==> config.mk <==
export PLATFORM = sky130hd
export DESIGN_NAME = variable_step_mppt_tracker
export DESIGN_NICKNAME = d
export VERILOG_FILES = /design/src/rtl/vsmppt_pkg.sv /design/src/rtl/variable_step_mppt_tracker.sv /design/src/rtl/vsmppt_mul.sv /design/src/rtl/vsmppt_div.sv /design/src/rtl/vsmppt_sqrt.sv
export SDC_FILE = /design/constraint.sdc
export NUM_CORES = 2
export LEC_CHECK = 0
export BUFFER_PORTS_ARGS = -buffer_cell sky130_fd_sc_hd__buf_2
export CAP_MARGIN = 40
export CELL_PAD_IN_SITES_DETAIL_PLACEMENT = 1
export CELL_PAD_IN_SITES_GLOBAL_PLACEMENT = 1
export CORE_MARGIN = 4
export CORE_UTILIZATION = 50
export CTS_BUF_LIST = sky130_fd_sc_hd__clkbuf_16
export CTS_CLUSTER_DIAMETER = 80
export CTS_CLUSTER_SIZE = 20
export DETAILED_ROUTE_END_ITERATION = 16
export PLACE_DENSITY = 0.89
export SKIP_CTS_REPAIR_TIMING = 1
export SYNTH_ARGS = -nofsm -noshare
export SYNTH_HDL_FRONTEND = slang
export SYNTH_SLANG_ARGS = --single-unit
==> constraint.sdc <==
create_clock -name clk -period 9.8 [get_ports clk]
set_input_delay 1.47 -clock clk [delete_from_list [all_inputs] [get_ports clk]]
set_output_delay 1.47 -clock clk [all_outputs]
set_load 0.03 [all_outputs]
==> src/rtl/vsmppt_pkg.sv <==
// Shared types and constants for the variable-step MPPT tracker.
// No dependencies; used by the top level and its arithmetic units.
package vsmppt_pkg;

	// Configuration register indexes
	localparam logic [1:0] CFG_MAX_STEP = 2'd0;
	localparam logic [1:0] CFG_MIN_STEP = 2'd1;

	localparam logic [14:0] MAX_STEP_RESET = 15'd512;
	localparam logic [14:0] MIN_STEP_RESET = 15'd26;

	// Unit widths
	localparam int MUL_W  = 32;
	localparam int DIVN_W = 48;
	localparam int DIVD_W = 32;
	localparam int SQI_W  = 64;
	localparam int SQO_W  = 32;

	localparam logic [30:0] RATIO_MAX = 31'h7FFF_FFFF;

	// Sequencer states
	typedef enum logic [4:0] {
		ST_IDLE,
		ST_R_MUL0, ST_R_DIV0, ST_R_MUL1, ST_R_DIV1, ST_R_MUL2, ST_R_DIV2, ST_R_FIN,
		ST_T_DIFF, ST_T_DIV, ST_T_SQP, ST_T_MULC, ST_T_MULA2, ST_T_SQD,
		ST_T_MULS, ST_T_DIVS, ST_T_FIN
	} state_t;

endpackage

==> src/rtl/variable_step_mppt_tracker.sv <==
// Variable-step incremental MPPT tracker, top level with sequencer.
// Depends on vsmppt_pkg, vsmppt_mul, vsmppt_div and vsmppt_sqrt.
//
// Usage:
//   Input channel (in_valid/in_stall): command, voltage, power. command=1 is a
//   restart carrying the start voltage; command=0 is a tracking sample.
//   Output channel (out_valid/out_stall): one result per request with the new
//   reference_voltage, the applied_step and the held flag.
//   Config port: cfg_we/cfg_index/cfg_data write max_step_percent (index 0)
//   and min_step_percent (index 1); other indexes are ignored.
// Sequencing:
//   One request at a time. All arithmetic goes through one bit-serial
//   multiplier, one restoring divider and one square-root unit.
//   A held sample uses no unit; a restart runs three multiply/divide pairs;
//   a full sample runs divide, root, two multiplies, root, multiply, divide,
//   and skips the first divide when the voltage did not change.
//   in_stall is high from acceptance until the result is in the output
//   register; the next request is taken only after that.
// Reset and stall:
//   arst_n clears all tracking state and loads the register defaults.
//   The output register holds a result until taken; a finished computation
//   waits for that slot while out_stall is high.
module variable_step_mppt_tracker (
	input  logic                clk,
	input  logic                arst_n,
	input  logic                in_valid,
	output logic                in_stall,
	input  logic                command,
	input  logic [15:0]         voltage,
	input  logic [23:0]         power,
	output logic                out_valid,
	input  logic                out_stall,
	output logic [15:0]         reference_voltage,
	output logic signed [16:0]  applied_step,
	output logic                held,
	input  logic                cfg_we,
	input  logic [1:0]          cfg_index,
	input  logic [14:0]         cfg_data
);
	vsmppt_pkg::state_t state_q, state_d;

	// configuration
	logic [14:0] max_pct_q, min_pct_q;

	// tracking state
	logic [15:0] last_voltage_q, reference_q, step_ceiling_q, step_floor_q;
	logic [23:0] last_power_q, tracked_power_q;
	logic [47:0] last_curv_q;

	// request latch and intermediates
	logic [15:0] v_q;
	logic [23:0] p_q;
	logic [30:0] a_q;
	logic [13:0] sp_q;
	logic [44:0] c_q;
	logic [63:0] sqd_in_q;
	logic [31:0] d_q;
	logic [46:0] num_q;
	logic [47:0] s_q;
	logic        launched_q;

	// output register
	logic        out_valid_q, held_q;
	logic [15:0] out_ref_q;
	logic [16:0] out_step_q;

	// unit hookups
	logic        mul_start, mul_busy, mul_done;
	logic [31:0] mul_a, mul_b;
	logic [63:0] mul_prod;
	logic        div_start, div_busy, div_done;
	logic [47:0] div_num, div_quo;
	logic [31:0] div_den;
	logic        sq_start, sq_busy, sq_done;
	logic [63:0] sq_x;
	logic [31:0] sq_root;

	vsmppt_mul u_mul (
		.clk(clk), .arst_n(arst_n), .start(mul_start), .a(mul_a), .b(mul_b),
		.busy(mul_busy), .done(mul_done), .prod(mul_prod)
	);
	vsmppt_div u_div (
		.clk(clk), .arst_n(arst_n), .start(div_start), .num(div_num), .den(div_den),
		.busy(div_busy), .done(div_done), .quo(div_quo)
	);
	vsmppt_sqrt u_sqrt (
		.clk(clk), .arst_n(arst_n), .start(sq_start), .x(sq_x),
		.busy(sq_busy), .done(sq_done), .root(sq_root)
	);

	// differences against the last sample
	logic        dp_pos, dp_neg, dv_pos, dv_neg, dv_zero;
	logic [23:0] adp;
	logic [15:0] adv;
	logic [30:0] adp100;
	logic        in_band;

	assign dp_pos  = p_q > last_power_q;
	assign dp_neg  = p_q < last_power_q;
	assign dv_pos  = v_q > last_voltage_q;
	assign dv_neg  = v_q < last_voltage_q;
	assign dv_zero = !dv_pos && !dv_neg;
	assign adp     = dp_neg ? last_power_q - p_q : p_q - last_power_q;
	assign adv     = dv_neg ? last_voltage_q - v_q : v_q - last_voltage_q;
	assign adp100  = ({7'd0, adp} << 6) + ({7'd0, adp} << 5) + ({7'd0, adp} << 2);
	assign in_band = (adv < step_floor_q) && (adp100 < {7'd0, tracked_power_q});

	// restart rounding and saturation
	logic [15:0] pct_sat;
	assign pct_sat = (div_quo > 48'd65535) ? 16'hFFFF : div_quo[15:0];

	// final step selection
	logic        r_pos, r_neg, c_pos, c_neg, dc_pos, dc_neg, floored;
	logic [47:0] c_ext, s_eff, mag_raw;
	logic [16:0] floor2;
	logic [15:0] mag;
	logic [16:0] ref_up;
	logic [15:0] ref_new;
	logic [16:0] step_new;

	assign r_pos   = dv_zero ? dp_pos : (a_q != '0) && ((dp_pos && dv_pos) || (dp_neg && dv_neg));
	assign r_neg   = dv_zero ? dp_neg : (a_q != '0) && ((dp_pos && dv_neg) || (dp_neg && dv_pos));
	assign c_ext   = {3'd0, c_q};
	assign c_pos   = c_ext > last_curv_q;
	assign c_neg   = c_ext < last_curv_q;
	assign dc_pos  = dv_zero ? c_pos : ((dv_pos && c_pos) || (dv_neg && c_neg));
	assign dc_neg  = dv_zero ? c_neg : ((dv_pos && c_neg) || (dv_neg && c_pos));
	assign floor2  = {step_floor_q, 1'b0};
	assign floored = s_q < {31'd0, floor2};
	assign s_eff   = floored ? {31'd0, floor2} : s_q;

	always_comb begin
		if (r_pos)
			mag_raw = dc_pos ? {32'd0, step_ceiling_q} : s_eff;
		else if (r_neg)
			mag_raw = dc_neg ? {32'd0, step_ceiling_q} : s_eff;
		else
			mag_raw = '0;
	end

	assign mag      = (mag_raw > 48'd65535) ? 16'hFFFF : mag_raw[15:0];
	assign ref_up   = {1'b0, reference_q} + {1'b0, mag};
	assign step_new = r_neg ? 17'(-{1'b0, mag}) : {1'b0, mag};

	always_comb begin
		if (r_neg)
			ref_new = (reference_q >= mag) ? reference_q - mag : 16'd0;
		else
			ref_new = ref_up[16] ? 16'hFFFF : ref_up[15:0];
	end

	// sequencer: next state and unit operand selection
	logic slot_free, accept, unit_done;
	assign slot_free = !out_valid_q || !out_stall;
	assign accept    = in_valid && !in_stall;
	assign in_stall  = state_q != vsmppt_pkg::ST_IDLE;

	always_comb begin
		state_d   = state_q;
		mul_start = 1'b0;
		div_start = 1'b0;
		sq_start  = 1'b0;
		mul_a     = '0;
		mul_b     = '0;
		div_num   = '0;
		div_den   = 32'd1;
		sq_x      = '0;
		unit_done = 1'b0;
		unique case (state_q)
			vsmppt_pkg::ST_IDLE: begin
				if (accept)
					state_d = command ? vsmppt_pkg::ST_R_MUL0 : vsmppt_pkg::ST_T_DIFF;
			end
			vsmppt_pkg::ST_R_MUL0: begin
				mul_start = !launched_q && !mul_busy;
				mul_a     = {16'd0, v_q};
				mul_b     = 32'd85;
				unit_done = mul_done;
				if (mul_done) state_d = vsmppt_pkg::ST_R_DIV0;
			end
			vsmppt_pkg::ST_R_DIV0: begin
				div_start = !launched_q && !div_busy;
				div_num   = mul_prod[47:0] + 48'd50;
				div_den   = 32'd100;
				unit_done = div_done;
				if (div_done) state_d = vsmppt_pkg::ST_R_MUL1;
			end
			vsmppt_pkg::ST_R_MUL1: begin
				mul_start = !launched_q && !mul_busy;
				mul_a     = {16'd0, v_q};
				mul_b     = {17'd0, max_pct_q};
				unit_done = mul_done;
				if (mul_done) state_d = vsmppt_pkg::ST_R_DIV1;
			end
			vsmppt_pkg::ST_R_DIV1: begin
				div_start = !launched_q && !div_busy;
				div_num   = mul_prod[47:0] + 48'd12800;
				div_den   = 32'd25600;
				unit_done = div_done;
				if (div_done) state_d = vsmppt_pkg::ST_R_MUL2;
			end
			vsmppt_pkg::ST_R_MUL2: begin
				mul_start = !launched_q && !mul_busy;
				mul_a     = {16'd0, v_q};
				mul_b     = {17'd0, min_pct_q};
				unit_done = mul_done;
				if (mul_done) state_d = vsmppt_pkg::ST_R_DIV2;
			end
			vsmppt_pkg::ST_R_DIV2: begin
				div_start = !launched_q && !div_busy;
				div_num   = mul_prod[47:0] + 48'd12800;
				div_den   = 32'd25600;
				unit_done = div_done;
				if (div_done) state_d = vsmppt_pkg::ST_R_FIN;
			end
			vsmppt_pkg::ST_R_FIN: begin
				if (slot_free) state_d = vsmppt_pkg::ST_IDLE;
			end
			vsmppt_pkg::ST_T_DIFF: begin
				if (in_band) begin
					if (slot_free) state_d = vsmppt_pkg::ST_IDLE;
				end else if (dv_zero) begin
					state_d = vsmppt_pkg::ST_T_SQP;
				end else begin
					state_d = vsmppt_pkg::ST_T_DIV;
				end
			end
			vsmppt_pkg::ST_T_DIV: begin
				div_start = !launched_q && !div_busy;
				div_num   = {6'd0, adp, 18'd0};
				div_den   = {16'd0, adv};
				unit_done = div_done;
				if (div_done) state_d = vsmppt_pkg::ST_T_SQP;
			end
			vsmppt_pkg::ST_T_SQP: begin
				sq_start  = !launched_q && !sq_busy;
				sq_x      = {36'd0, p_q, 4'd0};
				unit_done = sq_done;
				if (sq_done) state_d = vsmppt_pkg::ST_T_MULC;
			end
			vsmppt_pkg::ST_T_MULC: begin
				mul_start = !launched_q && !mul_busy;
				mul_a     = {18'd0, sp_q};
				mul_b     = {1'b0, a_q};
				unit_done = mul_done;
				if (mul_done) state_d = vsmppt_pkg::ST_T_MULA2;
			end
			vsmppt_pkg::ST_T_MULA2: begin
				mul_start = !launched_q && !mul_busy;
				mul_a     = {1'b0, a_q};
				mul_b     = {1'b0, a_q};
				unit_done = mul_done;
				if (mul_done) state_d = vsmppt_pkg::ST_T_SQD;
			end
			vsmppt_pkg::ST_T_SQD: begin
				sq_start  = !launched_q && !sq_busy;
				sq_x      = sqd_in_q;
				unit_done = sq_done;
				if (sq_done) state_d = vsmppt_pkg::ST_T_MULS;
			end
			vsmppt_pkg::ST_T_MULS: begin
				mul_start = !launched_q && !mul_busy;
				mul_a     = {1'b0, a_q};
				mul_b     = {16'd0, step_ceiling_q};
				unit_done = mul_done;
				if (mul_done) state_d = vsmppt_pkg::ST_T_DIVS;
			end
			vsmppt_pkg::ST_T_DIVS: begin
				div_start = !launched_q && !div_busy;
				div_num   = {1'b0, num_q};
				div_den   = d_q;
				unit_done = div_done;
				if (div_done) state_d = vsmppt_pkg::ST_T_FIN;
			end
			vsmppt_pkg::ST_T_FIN: begin
				if (slot_free) state_d = vsmppt_pkg::ST_IDLE;
			end
			default: state_d = vsmppt_pkg::ST_IDLE;
		endcase
	end

	// control registers
	always_ff @(posedge clk or negedge arst_n) begin
		if (!arst_n) begin
			state_q    <= vsmppt_pkg::ST_IDLE;
			launched_q <= 1'b0;
		end else begin
			state_q <= state_d;
			if (unit_done)
				launched_q <= 1'b0;
			else if (mul_start || div_start || sq_start)
				launched_q <= 1'b1;
		end
	end

	// configuration registers
	always_ff @(posedge clk or negedge arst_n) begin
		if (!arst_n) begin
			max_pct_q <= vsmppt_pkg::MAX_STEP_RESET;
			min_pct_q <= vsmppt_pkg::MIN_STEP_RESET;
		end else if (cfg_we) begin
			unique case (cfg_index)
				vsmppt_pkg::CFG_MAX_STEP: max_pct_q <= cfg_data;
				vsmppt_pkg::CFG_MIN_STEP: min_pct_q <= cfg_data;
				default: ;
			endcase
		end
	end

	// request latch and intermediate results
	always_ff @(posedge clk) begin
		if (accept) begin
			v_q   <= voltage;
			p_q   <= power;
		end
		if (state_q == vsmppt_pkg::ST_T_DIFF)
			a_q <= dp_pos || dp_neg ? vsmppt_pkg::RATIO_MAX : '0;
		if (state_q == vsmppt_pkg::ST_T_DIV && div_done)
			a_q <= (div_quo > {17'd0, vsmppt_pkg::RATIO_MAX}) ?
				vsmppt_pkg::RATIO_MAX : div_quo[30:0];
		if (state_q == vsmppt_pkg::ST_T_SQP && sq_done)
			sp_q <= sq_root[13:0];
		if (state_q == vsmppt_pkg::ST_T_MULC && mul_done)
			c_q <= mul_prod[44:0];
		if (state_q == vsmppt_pkg::ST_T_MULA2 && mul_done)
			sqd_in_q <= mul_prod + 64'h1_0000_0000;
		if (state_q == vsmppt_pkg::ST_T_SQD && sq_done)
			d_q <= sq_root;
		if (state_q == vsmppt_pkg::ST_T_MULS && mul_done)
			num_q <= mul_prod[46:0];
		if (state_q == vsmppt_pkg::ST_T_DIVS && div_done)
			s_q <= div_quo;
	end

	// tracking state updates
	always_ff @(posedge clk or negedge arst_n) begin
		if (!arst_n) begin
			last_voltage_q  <= '0;
			last_power_q    <= '0;
			reference_q     <= '0;
			tracked_power_q <= '0;
			step_ceiling_q  <= '0;
			step_floor_q    <= '0;
			last_curv_q     <= '0;
		end else begin
			if (state_q == vsmppt_pkg::ST_R_DIV0 && div_done)
				reference_q <= div_quo[15:0];
			if (state_q == vsmppt_pkg::ST_R_DIV1 && div_done)
				step_ceiling_q <= pct_sat;
			if (state_q == vsmppt_pkg::ST_R_DIV2 && div_done) begin
				step_floor_q    <= pct_sat;
				last_voltage_q  <= v_q;
				last_power_q    <= '0;
				tracked_power_q <= '0;
			end
			if (state_q == vsmppt_pkg::ST_T_FIN && slot_free) begin
				reference_q    <= ref_new;
				last_power_q   <= p_q;
				last_voltage_q <= v_q;
				last_curv_q    <= c_ext;
				if (floored)
					tracked_power_q <= p_q;
			end
		end
	end

	// output register: load a finished result or drop the one taken
	always_ff @(posedge clk or negedge arst_n) begin
		if (!arst_n) begin
			out_valid_q <= 1'b0;
			held_q      <= 1'b0;
			out_ref_q   <= '0;
			out_step_q  <= '0;
		end else if (slot_free) begin
			if (state_q == vsmppt_pkg::ST_R_FIN) begin
				out_valid_q <= 1'b1;
				out_ref_q   <= reference_q;
				out_step_q  <= '0;
				held_q      <= 1'b0;
			end else if (state_q == vsmppt_pkg::ST_T_DIFF && in_band) begin
				out_valid_q <= 1'b1;
				out_ref_q   <= reference_q;
				out_step_q  <= '0;
				held_q      <= 1'b1;
			end else if (state_q == vsmppt_pkg::ST_T_FIN) begin
				out_valid_q <= 1'b1;
				out_ref_q   <= ref_new;
				out_step_q  <= step_new;
				held_q      <= 1'b0;
			end else begin
				out_valid_q <= 1'b0;
			end
		end
	end

	assign out_valid         = out_valid_q;
	assign reference_voltage = out_ref_q;
	assign applied_step      = $signed(out_step_q);
	assign held              = held_q;
endmodule

==> src/rtl/vsmppt_mul.sv <==
// Bit-serial unsigned shift-add multiplier, one multiplier bit per cycle.
// Depends on vsmppt_pkg.
module vsmppt_mul (
	input  logic                              clk,
	input  logic                              arst_n,
	input  logic                              start,
	input  logic [vsmppt_pkg::MUL_W-1:0]      a,
	input  logic [vsmppt_pkg::MUL_W-1:0]      b,
	output logic                              busy,
	output logic                              done,
	output logic [2*vsmppt_pkg::MUL_W-1:0]    prod
);
	localparam int W = vsmppt_pkg::MUL_W;

	logic [W-1:0]   mcand_q;
	logic [2*W-1:0] prod_q;
	logic [5:0]     cnt_q;
	logic           busy_q, done_q;
	logic [W:0]     sum;

	// add the multiplicand into the upper half when the low bit is set
	assign sum = {1'b0, prod_q[2*W-1:W]} + (prod_q[0] ? {1'b0, mcand_q} : '0);

	always_ff @(posedge clk or negedge arst_n) begin
		if (!arst_n) begin
			busy_q  <= 1'b0;
			done_q  <= 1'b0;
			cnt_q   <= '0;
			mcand_q <= '0;
			prod_q  <= '0;
		end else begin
			done_q <= 1'b0;
			if (start && !busy_q) begin
				mcand_q <= a;
				prod_q  <= {{W{1'b0}}, b};
				cnt_q   <= 6'(W);
				busy_q  <= 1'b1;
			end else if (busy_q) begin
				prod_q <= {sum, prod_q[W-1:1]};
				cnt_q  <= cnt_q - 6'd1;
				if (cnt_q == 6'd1) begin
					busy_q <= 1'b0;
					done_q <= 1'b1;
				end
			end
		end
	end

	assign busy = busy_q;
	assign done = done_q;
	assign prod = prod_q;
endmodule

==> src/rtl/vsmppt_div.sv <==
// Restoring divider, one quotient bit per cycle.
// Depends on vsmppt_pkg.
module vsmppt_div (
	input  logic                          clk,
	input  logic                          arst_n,
	input  logic                          start,
	input  logic [vsmppt_pkg::DIVN_W-1:0] num,
	input  logic [vsmppt_pkg::DIVD_W-1:0] den,
	output logic                          busy,
	output logic                          done,
	output logic [vsmppt_pkg::DIVN_W-1:0] quo
);
	localparam int N = vsmppt_pkg::DIVN_W;
	localparam int D = vsmppt_pkg::DIVD_W;

	logic [N-1:0] q_q;
	logic [D-1:0] den_q, rem_q;
	logic [5:0]   cnt_q;
	logic         busy_q, done_q;
	logic [D:0]   trial, diff;
	logic         ge;

	// shift in the next numerator bit and try a subtract
	assign trial = {rem_q, q_q[N-1]};
	assign ge    = trial >= {1'b0, den_q};
	assign diff  = trial - {1'b0, den_q};

	always_ff @(posedge clk or negedge arst_n) begin
		if (!arst_n) begin
			busy_q <= 1'b0;
			done_q <= 1'b0;
			cnt_q  <= '0;
			q_q    <= '0;
			den_q  <= '0;
			rem_q  <= '0;
		end else begin
			done_q <= 1'b0;
			if (start && !busy_q) begin
				q_q    <= num;
				den_q  <= den;
				rem_q  <= '0;
				cnt_q  <= 6'(N);
				busy_q <= 1'b1;
			end else if (busy_q) begin
				rem_q <= ge ? diff[D-1:0] : trial[D-1:0];
				q_q   <= {q_q[N-2:0], ge};
				cnt_q <= cnt_q - 6'd1;
				if (cnt_q == 6'd1) begin
					busy_q <= 1'b0;
					done_q <= 1'b1;
				end
			end
		end
	end

	assign busy = busy_q;
	assign done = done_q;
	assign quo  = q_q;
endmodule

==> src/rtl/vsmppt_sqrt.sv <==
// Digit-by-digit integer square root, two radicand bits per cycle.
// Depends on vsmppt_pkg.
module vsmppt_sqrt (
	input  logic                         clk,
	input  logic                         arst_n,
	input  logic                         start,
	input  logic [vsmppt_pkg::SQI_W-1:0] x,
	output logic                         busy,
	output logic                         done,
	output logic [vsmppt_pkg::SQO_W-1:0] root
);
	localparam int XW = vsmppt_pkg::SQI_W;
	localparam int RW = vsmppt_pkg::SQO_W;

	logic [XW-1:0] x_q;
	logic [RW-1:0] root_q;
	logic [RW+1:0] rem_q;
	logic [5:0]    cnt_q;
	logic          busy_q, done_q;
	logic [RW+3:0] remx, trial, diff;
	logic          ge;

	// bring down two bits, test root*4+1
	assign remx  = {rem_q, x_q[XW-1:XW-2]};
	assign trial = {2'b00, root_q, 2'b01};
	assign ge    = remx >= trial;
	assign diff  = remx - trial;

	always_ff @(posedge clk or negedge arst_n) begin
		if (!arst_n) begin
			busy_q <= 1'b0;
			done_q <= 1'b0;
			cnt_q  <= '0;
			x_q    <= '0;
			root_q <= '0;
			rem_q  <= '0;
		end else begin
			done_q <= 1'b0;
			if (start && !busy_q) begin
				x_q    <= x;
				root_q <= '0;
				rem_q  <= '0;
				cnt_q  <= 6'(RW);
				busy_q <= 1'b1;
			end else if (busy_q) begin
				rem_q  <= ge ? diff[RW+1:0] : remx[RW+1:0];
				root_q <= {root_q[RW-2:0], ge};
				x_q    <= {x_q[XW-3:0], 2'b00};
				cnt_q  <= cnt_q - 6'd1;
				if (cnt_q == 6'd1) begin
					busy_q <= 1'b0;
					done_q <= 1'b1;
				end
			end
		end
	end

	assign busy = busy_q;
	assign done = done_q;
	assign root = root_q;
endmodule

## Word-level counts from Yosys, hierarchy flattened

Cells that the tools add are included.

- Flip-flop bits (word level): 911
- Input bits: 63
- Output and inout bits: 36
- Word-level logic and storage cells: 291

- $add $sub $neg: 18
- Order comparisons: 15
- Equality and inequality tests: 34
- Muxes and demuxes: 111
- Reductions and logical operators: 72

Operator list:

| operator | count |
|---|---|
| 48-bit two-way mux | 7 |
| 64-bit two-way mux | 4 |
| 16-bit two-way mux | 13 |
| 32-bit two-way mux | 6 |
| 48-bit case mux with 4 select lines | 1 |
| 31-bit case mux with 5 select lines | 1 |
| 24-bit two-way mux | 6 |
| 32-bit case mux with 4 select lines | 1 |
| 64-bit case mux with 2 select lines | 1 |
| 31-bit two-way mux | 4 |
| 34-bit two-way mux | 3 |
| 48-bit by 16-bit > comparator with 1-bit output (second input constant) | 2 |
| 31-bit case mux with 3 select lines | 1 |
| 5-bit two-way mux | 16 |
| 5-bit case mux with 16 select lines | 1 |
| 17-bit two-way mux | 4 |
| 64-bit by 33-bit adder with 64-bit output (second input constant) | 1 |
| 48-bit by 14-bit adder with 48-bit output (second input constant) | 1 |
| 48-bit by 6-bit adder with 48-bit output (second input constant) | 1 |
| 48-bit by 31-bit > comparator with 1-bit output (second input constant) | 1 |
| 48-bit by 17-bit less-than comparator with 1-bit output | 1 |
| 16-bit subtractor | 3 |
| 24-bit subtractor | 2 |
| 45-bit > comparator | 1 |
| 46 further kinds | 168 |

## Logic depth before layout (Yosys ltp)

- Depth after elaboration: 15
- Depth in mapped cells: 43
- Gate-level depth less buffers: 39

## Modules after synthesis

A second synthesis with hierarchy kept.

- Cell total of the unflattened synthesis: 5756
- Area total of the unflattened synthesis: 54986.5 um2

Modules (own cells, without submodules):

| module | times used | cells each | area an instance (um2) | sequential area each (um2) |
|---|---|---|---|---|
| variable_step_mppt_tracker | 1 | 3439 | 33739.9 | 15349.7 |
| vsmppt_sqrt | 1 | 914 | 8135.3 | 3453.3 |
| vsmppt_div | 1 | 761 | 6901.6 | 3002.9 |
| vsmppt_mul | 1 | 642 | 6209.7 | 2602.5 |

## Worst setup path before layout

No wires, ideal clock.

- Path kind: register to register
- Start point: reg p_q[0]
- End point: reg out_ref_q[3], in the netlist reference_voltage[3]
- Setup time: 0.124 ns
- Data arrival time: 8.364 ns
- Data required time: 9.676 ns
- Path slack: 1.312 ns
- Cell stages (with the launch flop): 42
- Buffers on the path: 6
- Period minus slack after synthesis: 8.488 ns
- Cells stage by stage: edfxtp_1 inv_1 ha_1 inv_1 fa_1 nand3_1 a21o_1 a211oi_1 or4_1 buf_2 buf_4 buf_2 buf_1 buf_1 nand3b_1 o21ai_0 xnor2_1 fa_1 [... 6 more ...] a21o_1 a21oi_1 xnor2_1 ha_1 a21o_1 a21o_1 a21o_1 a21o_1 a21o_1 a211o_1 a21oi_1 nand4_1 nor4_1 o211ai_1 nor2_1 o31ai_1 clkbuf_1 a211o_1

- Longest elaborated chain between the ends: 15
- Elaborated cells between the ends (all ways): 35
- Those cells by class: 6 x add/sub; 5 x order compare; 12 x mux; 12 x reduce/logical

RTL lines:

| item | RTL line | source |
|---|---|---|
| from (decl) | variable_step_mppt_tracker.sv:52 | `logic [23:0] p_q;` |
| from (signal assigned) | variable_step_mppt_tracker.sv:314 | `p_q <= power;` |
| branches (longest 15 deep; another with 30-bit by 29-bit adder with 31-bit output) | n/a |  |
| to (signal assigned) | variable_step_mppt_tracker.sv:377 | `out_ref_q <= reference_q;` |
| to (signal assigned) | variable_step_mppt_tracker.sv:382 | `out_ref_q <= reference_q;` |
| to (signal assigned) | variable_step_mppt_tracker.sv:387 | `out_ref_q <= ref_new;` |
| to (decl) | variable_step_mppt_tracker.sv:64 | `logic [15:0] out_ref_q;` |

Several ways; the timed one is not identified. The select of a mux whose other input is x is not followed.
A chain may end at the register's enable or synchronous reset.

## Final worst setup path

- Start point: reg p_q[15]
- End point: reg out_ref_q[15], in the netlist reference_voltage[15]

The elaborated chain is that of the path after synthesis.

==> run_results.csv <==
group,metric,value,unit
routing,drt-pass1-iter-count,10,
timing,maxSlewHeadroom,0.307,
critical_path,cp-end-kind,"flip-flop",
synthesis,ys_top_cells_by_count,"nand2_1 (696), dfrtp_1 (585), o21ai_0 (502)",
critical_path,startpoint_type,"flip-flop",
pwr,p_sw_frac,0.251,
placement,dp_hpwl,133,mm
cts,cts_buffers,56,
timing,min_period,9.25,ns
pwr,power_leakage,24.9,nW
synthesis,synth_top_family_by_area,"compound AO/OA/AOI/OAI gates",
synthesis,yosysWarnings,0,
pwr,seqPwrFrac,0.601,
floorplanning,core,104000,sq um
synthesis,yosys.area.top_type,"dfrtp_1",
synthesis,synth_edf_count,321,
pwr,netSwitchingPower,0.00174,W
pwr,p_int,0.00520,W
pwr,power.density,123,nW/um^2
synthesis,synth_cell_types,88,
global_route,grt_usage,0.322,
synthesis,synth_compound_area_frac,0.188,
cts,cts_sinks,910,
finish,nets,5850,
synthesis,synthAdderAreaFrac,0.0926,
cts,clk-insertion-delay-late,0.72,ns
critical_path,cpMaxStageDelayCell,"or4_4",
routing,viasPerCell,6.49,
synthesis,synth_seq_cells,910,
global_route,grt_max_degree,154,
synthesis,synth_cells,5460,
finish,drive_gt1_frac,0.0725,
routing,wl,182,mm
cts,clk_pin_slew_worst_paths,0.09,ns
worst_hold_path,min_path_type,"flip-flop to flip-flop",
floorplanning,rows,118,
flow_run,drv_cap,0,
synthesis,synth_most_common_cell,"nand2_1",
global_route,antenna_found_initial,5,
routing,ant_nets,0,
critical_path,cp.required,10.40,ns
synthesis,avgSynthCellArea,9.61,sq um
timing,worst_pin_slew,1.04,ns
critical_path,crit_arrival,9.85,ns
timing,maxSlewViolCount,0,
pwr,clkPwrFrac,0.366,
critical_path,path_max_fanout,21,
timing,finalCritPeriodShare,0.944,
timing,finalHoldViolations,0,
routing,post_drt_wl_per_cell,26.5,um
synthesis,synth_xor_area_frac,0.0411,
floorplanning,start_util,0.505,
global_route,first_global_vias,47114,
placement,port_buffers,98,
timing,finalSetupViolCount,0,
finish,syn2layout_area_growth,7.42,%
cts,tritoncts,"built",
synthesis,ys_seq_area_frac,0.465,
synthesis,syn_area,52500,sq um
cts,clock_path_buffers,3,
floorplanning,die_w,332,um
synthesis,synth_top_cell_area_share,0.279,
synthesis,synthTopCellsByArea,"dfrtp_1 (28%), edfxtp_1 (18%), ha_1 (8.2%)",
synthesis,synthFlopType,"dfrtp_1",
timing,clock_skew,0.0461,ns
floorplanning,io_pins,99,
timing,postLayoutSetupSlackWorst,0.553,ns
placement,routabilityCongestion,0.934,
synthesis,syn-num-nets,5894,
cts,h-tree-depth,2,
floorplanning,die_area,110000,sq um
timing,max_freq,108,MHz
pwr,pwr-share-comb,0.034,
routing,drc,0,
routing,vias,44410,
global_route,grt_pass1_wl,280,mm
critical_path,max_stage_delay,0.66,ns
routing,drtIter0Drc,5228,
placement,dp_slack,-0.153,ns
run_status,status,"finished clean",
timing,worst_hold_slack,0.455,ns
synthesis,muxShareOfSynthArea,0.0219,
critical_path,criticalPathCategory,"flip-flop to flip-flop",
global_route,grt_overflow,0,
cts,cts-root-buf,"clkbuf_16",
pwr,vdd_ir_drop_max,0.000160,V
synthesis,synthSimpleGateAreaFrac,0.140,
timing,rsz0062_at_grt,"false",
synthesis,async_flop_share,0.647,
floorplanning,fp.dieH,332,um
## state kept, by name, indices dropped and copies added (netlist names), 24 cells and up
register         count
c_q                 45
tracked_power_q     24
u_sqrt.root         32
num_q               47
u_mul.mcand_q       31
u_sqrt.x_q          64
a_q                 31
d_q                 32
sqd_in_q            64
u_mul.prod          64
u_div.rem_q         32
u_div.quo           48
u_sqrt.rem_q        34
p_q                 24
last_power_q        24
s_q                 48
last_curv_q         45
u_div.den_q         32
## placed cells by master (no fill, tap or decap), drive strengths merged, types with 23 or more instances in the layout
cell    instances
a21o           93
a21oi         329
a221oi         54
a222oi         83
a22oi          44
a31oi          46
and2           57
and3           53
buf           191
clkbuf         58
dfrtp         585
edfxtp        321
fa             29
ha            342
inv           452
mux2           52
mux2i          55
nand2         696
nand2b         40
nand3         166
nand4          46
nor2          262
nor2b          48
nor3           82
nor4           43
o211ai         52
o21a           52
o21ai         513
o21bai         23
o221ai         25
o31ai          33
or3            29
xnor2         150
xor2           96
## through the flow
stage               setup TNS [ns]   util  total power (W)  std cells  instance area (sq um)
detailed placement           -2.53  0.525          0.00447       6733                  54500
floorplan                        0      -          0.00427       5460                  52500
global placement                 0  0.523          0.00444       6718                  54300
global route                     0  0.543          0.00715       6842                  56300
CTS                          -6.41  0.542          0.00696       6837                  56300
finish                           0  0.543          0.00694       6844                  56300
## cell type report
cell class,count,area (sq um)
fillers,11552,47400
multi-input cells,3842,25500
flip-flops and latches,910,24400
well taps,1380,1730
inverters,414,1550
clock buffers,57,1430
repair buffers,192,1400
clock inverters,47,304
diodes,2,5.00
## critical path: cells and delay by family, from the launching register on
family,cells,cell delay [ns]
simple gates,11,1.98
flops,1,0.47
mux,1,0.28
buf+inv,3,0.67
compound gates,15,3.67
xor+xnor,2,0.43
fa+ha+maj,4,1.62
## power groups by stage
stage	registers (W)	logic, W	clock network [W]
after CTS	0.00416	0.000232	0.00257
after detailed placement	0.00424	0.000231	0
after global placement	0.00423	0.000211	0
final	0.00417	0.000233	0.00254
after global routing	0.00417	0.000257	0.00272
after floorplan	0.00413	0.000136	0
## logic make-up after synthesis
group,Yosys count
flops,910
mux,107
simple gates,1585
buf+inv,708
fa+ha+maj,371
xor+xnor,246
compound gates,1533
## path summary, 6_finish.rpt
kind,from,end,slack [ns],cells past startpoint
max in group asynchronous,arst_n,u_sqrt.root[27]$_DFFE_PN0P_,7.06,3
hold reg to reg,sqd_in_q[25]$_DFFE_PP_,u_sqrt.x_q[25]$_DFFE_PN0P_,0.46,2
setup reg to reg,p_q[15]$_DFFE_PP_,reference_voltage[15]$_DFFE_PN0P_,0.55,36
hold / removal,sqd_in_q[25]$_DFFE_PP_,u_sqrt.x_q[25]$_DFFE_PN0P_,0.46,2
setup / recovery,p_q[15]$_DFFE_PP_,reference_voltage[15]$_DFFE_PN0P_,0.55,36
min in group asynchronous,arst_n,u_sqrt.x_q[8]$_DFFE_PN0P_,0.70,1
## layer usage
metal  track usage  vias up  routed length, um
met5             0        -                 31
met4         0.163        4              10700
met3        0.0732      566              15500
met2         0.518     1926              83900
met1         0.409    22458              71300
li1              -    19456                  -
Power figures use the tool's default switching activity.
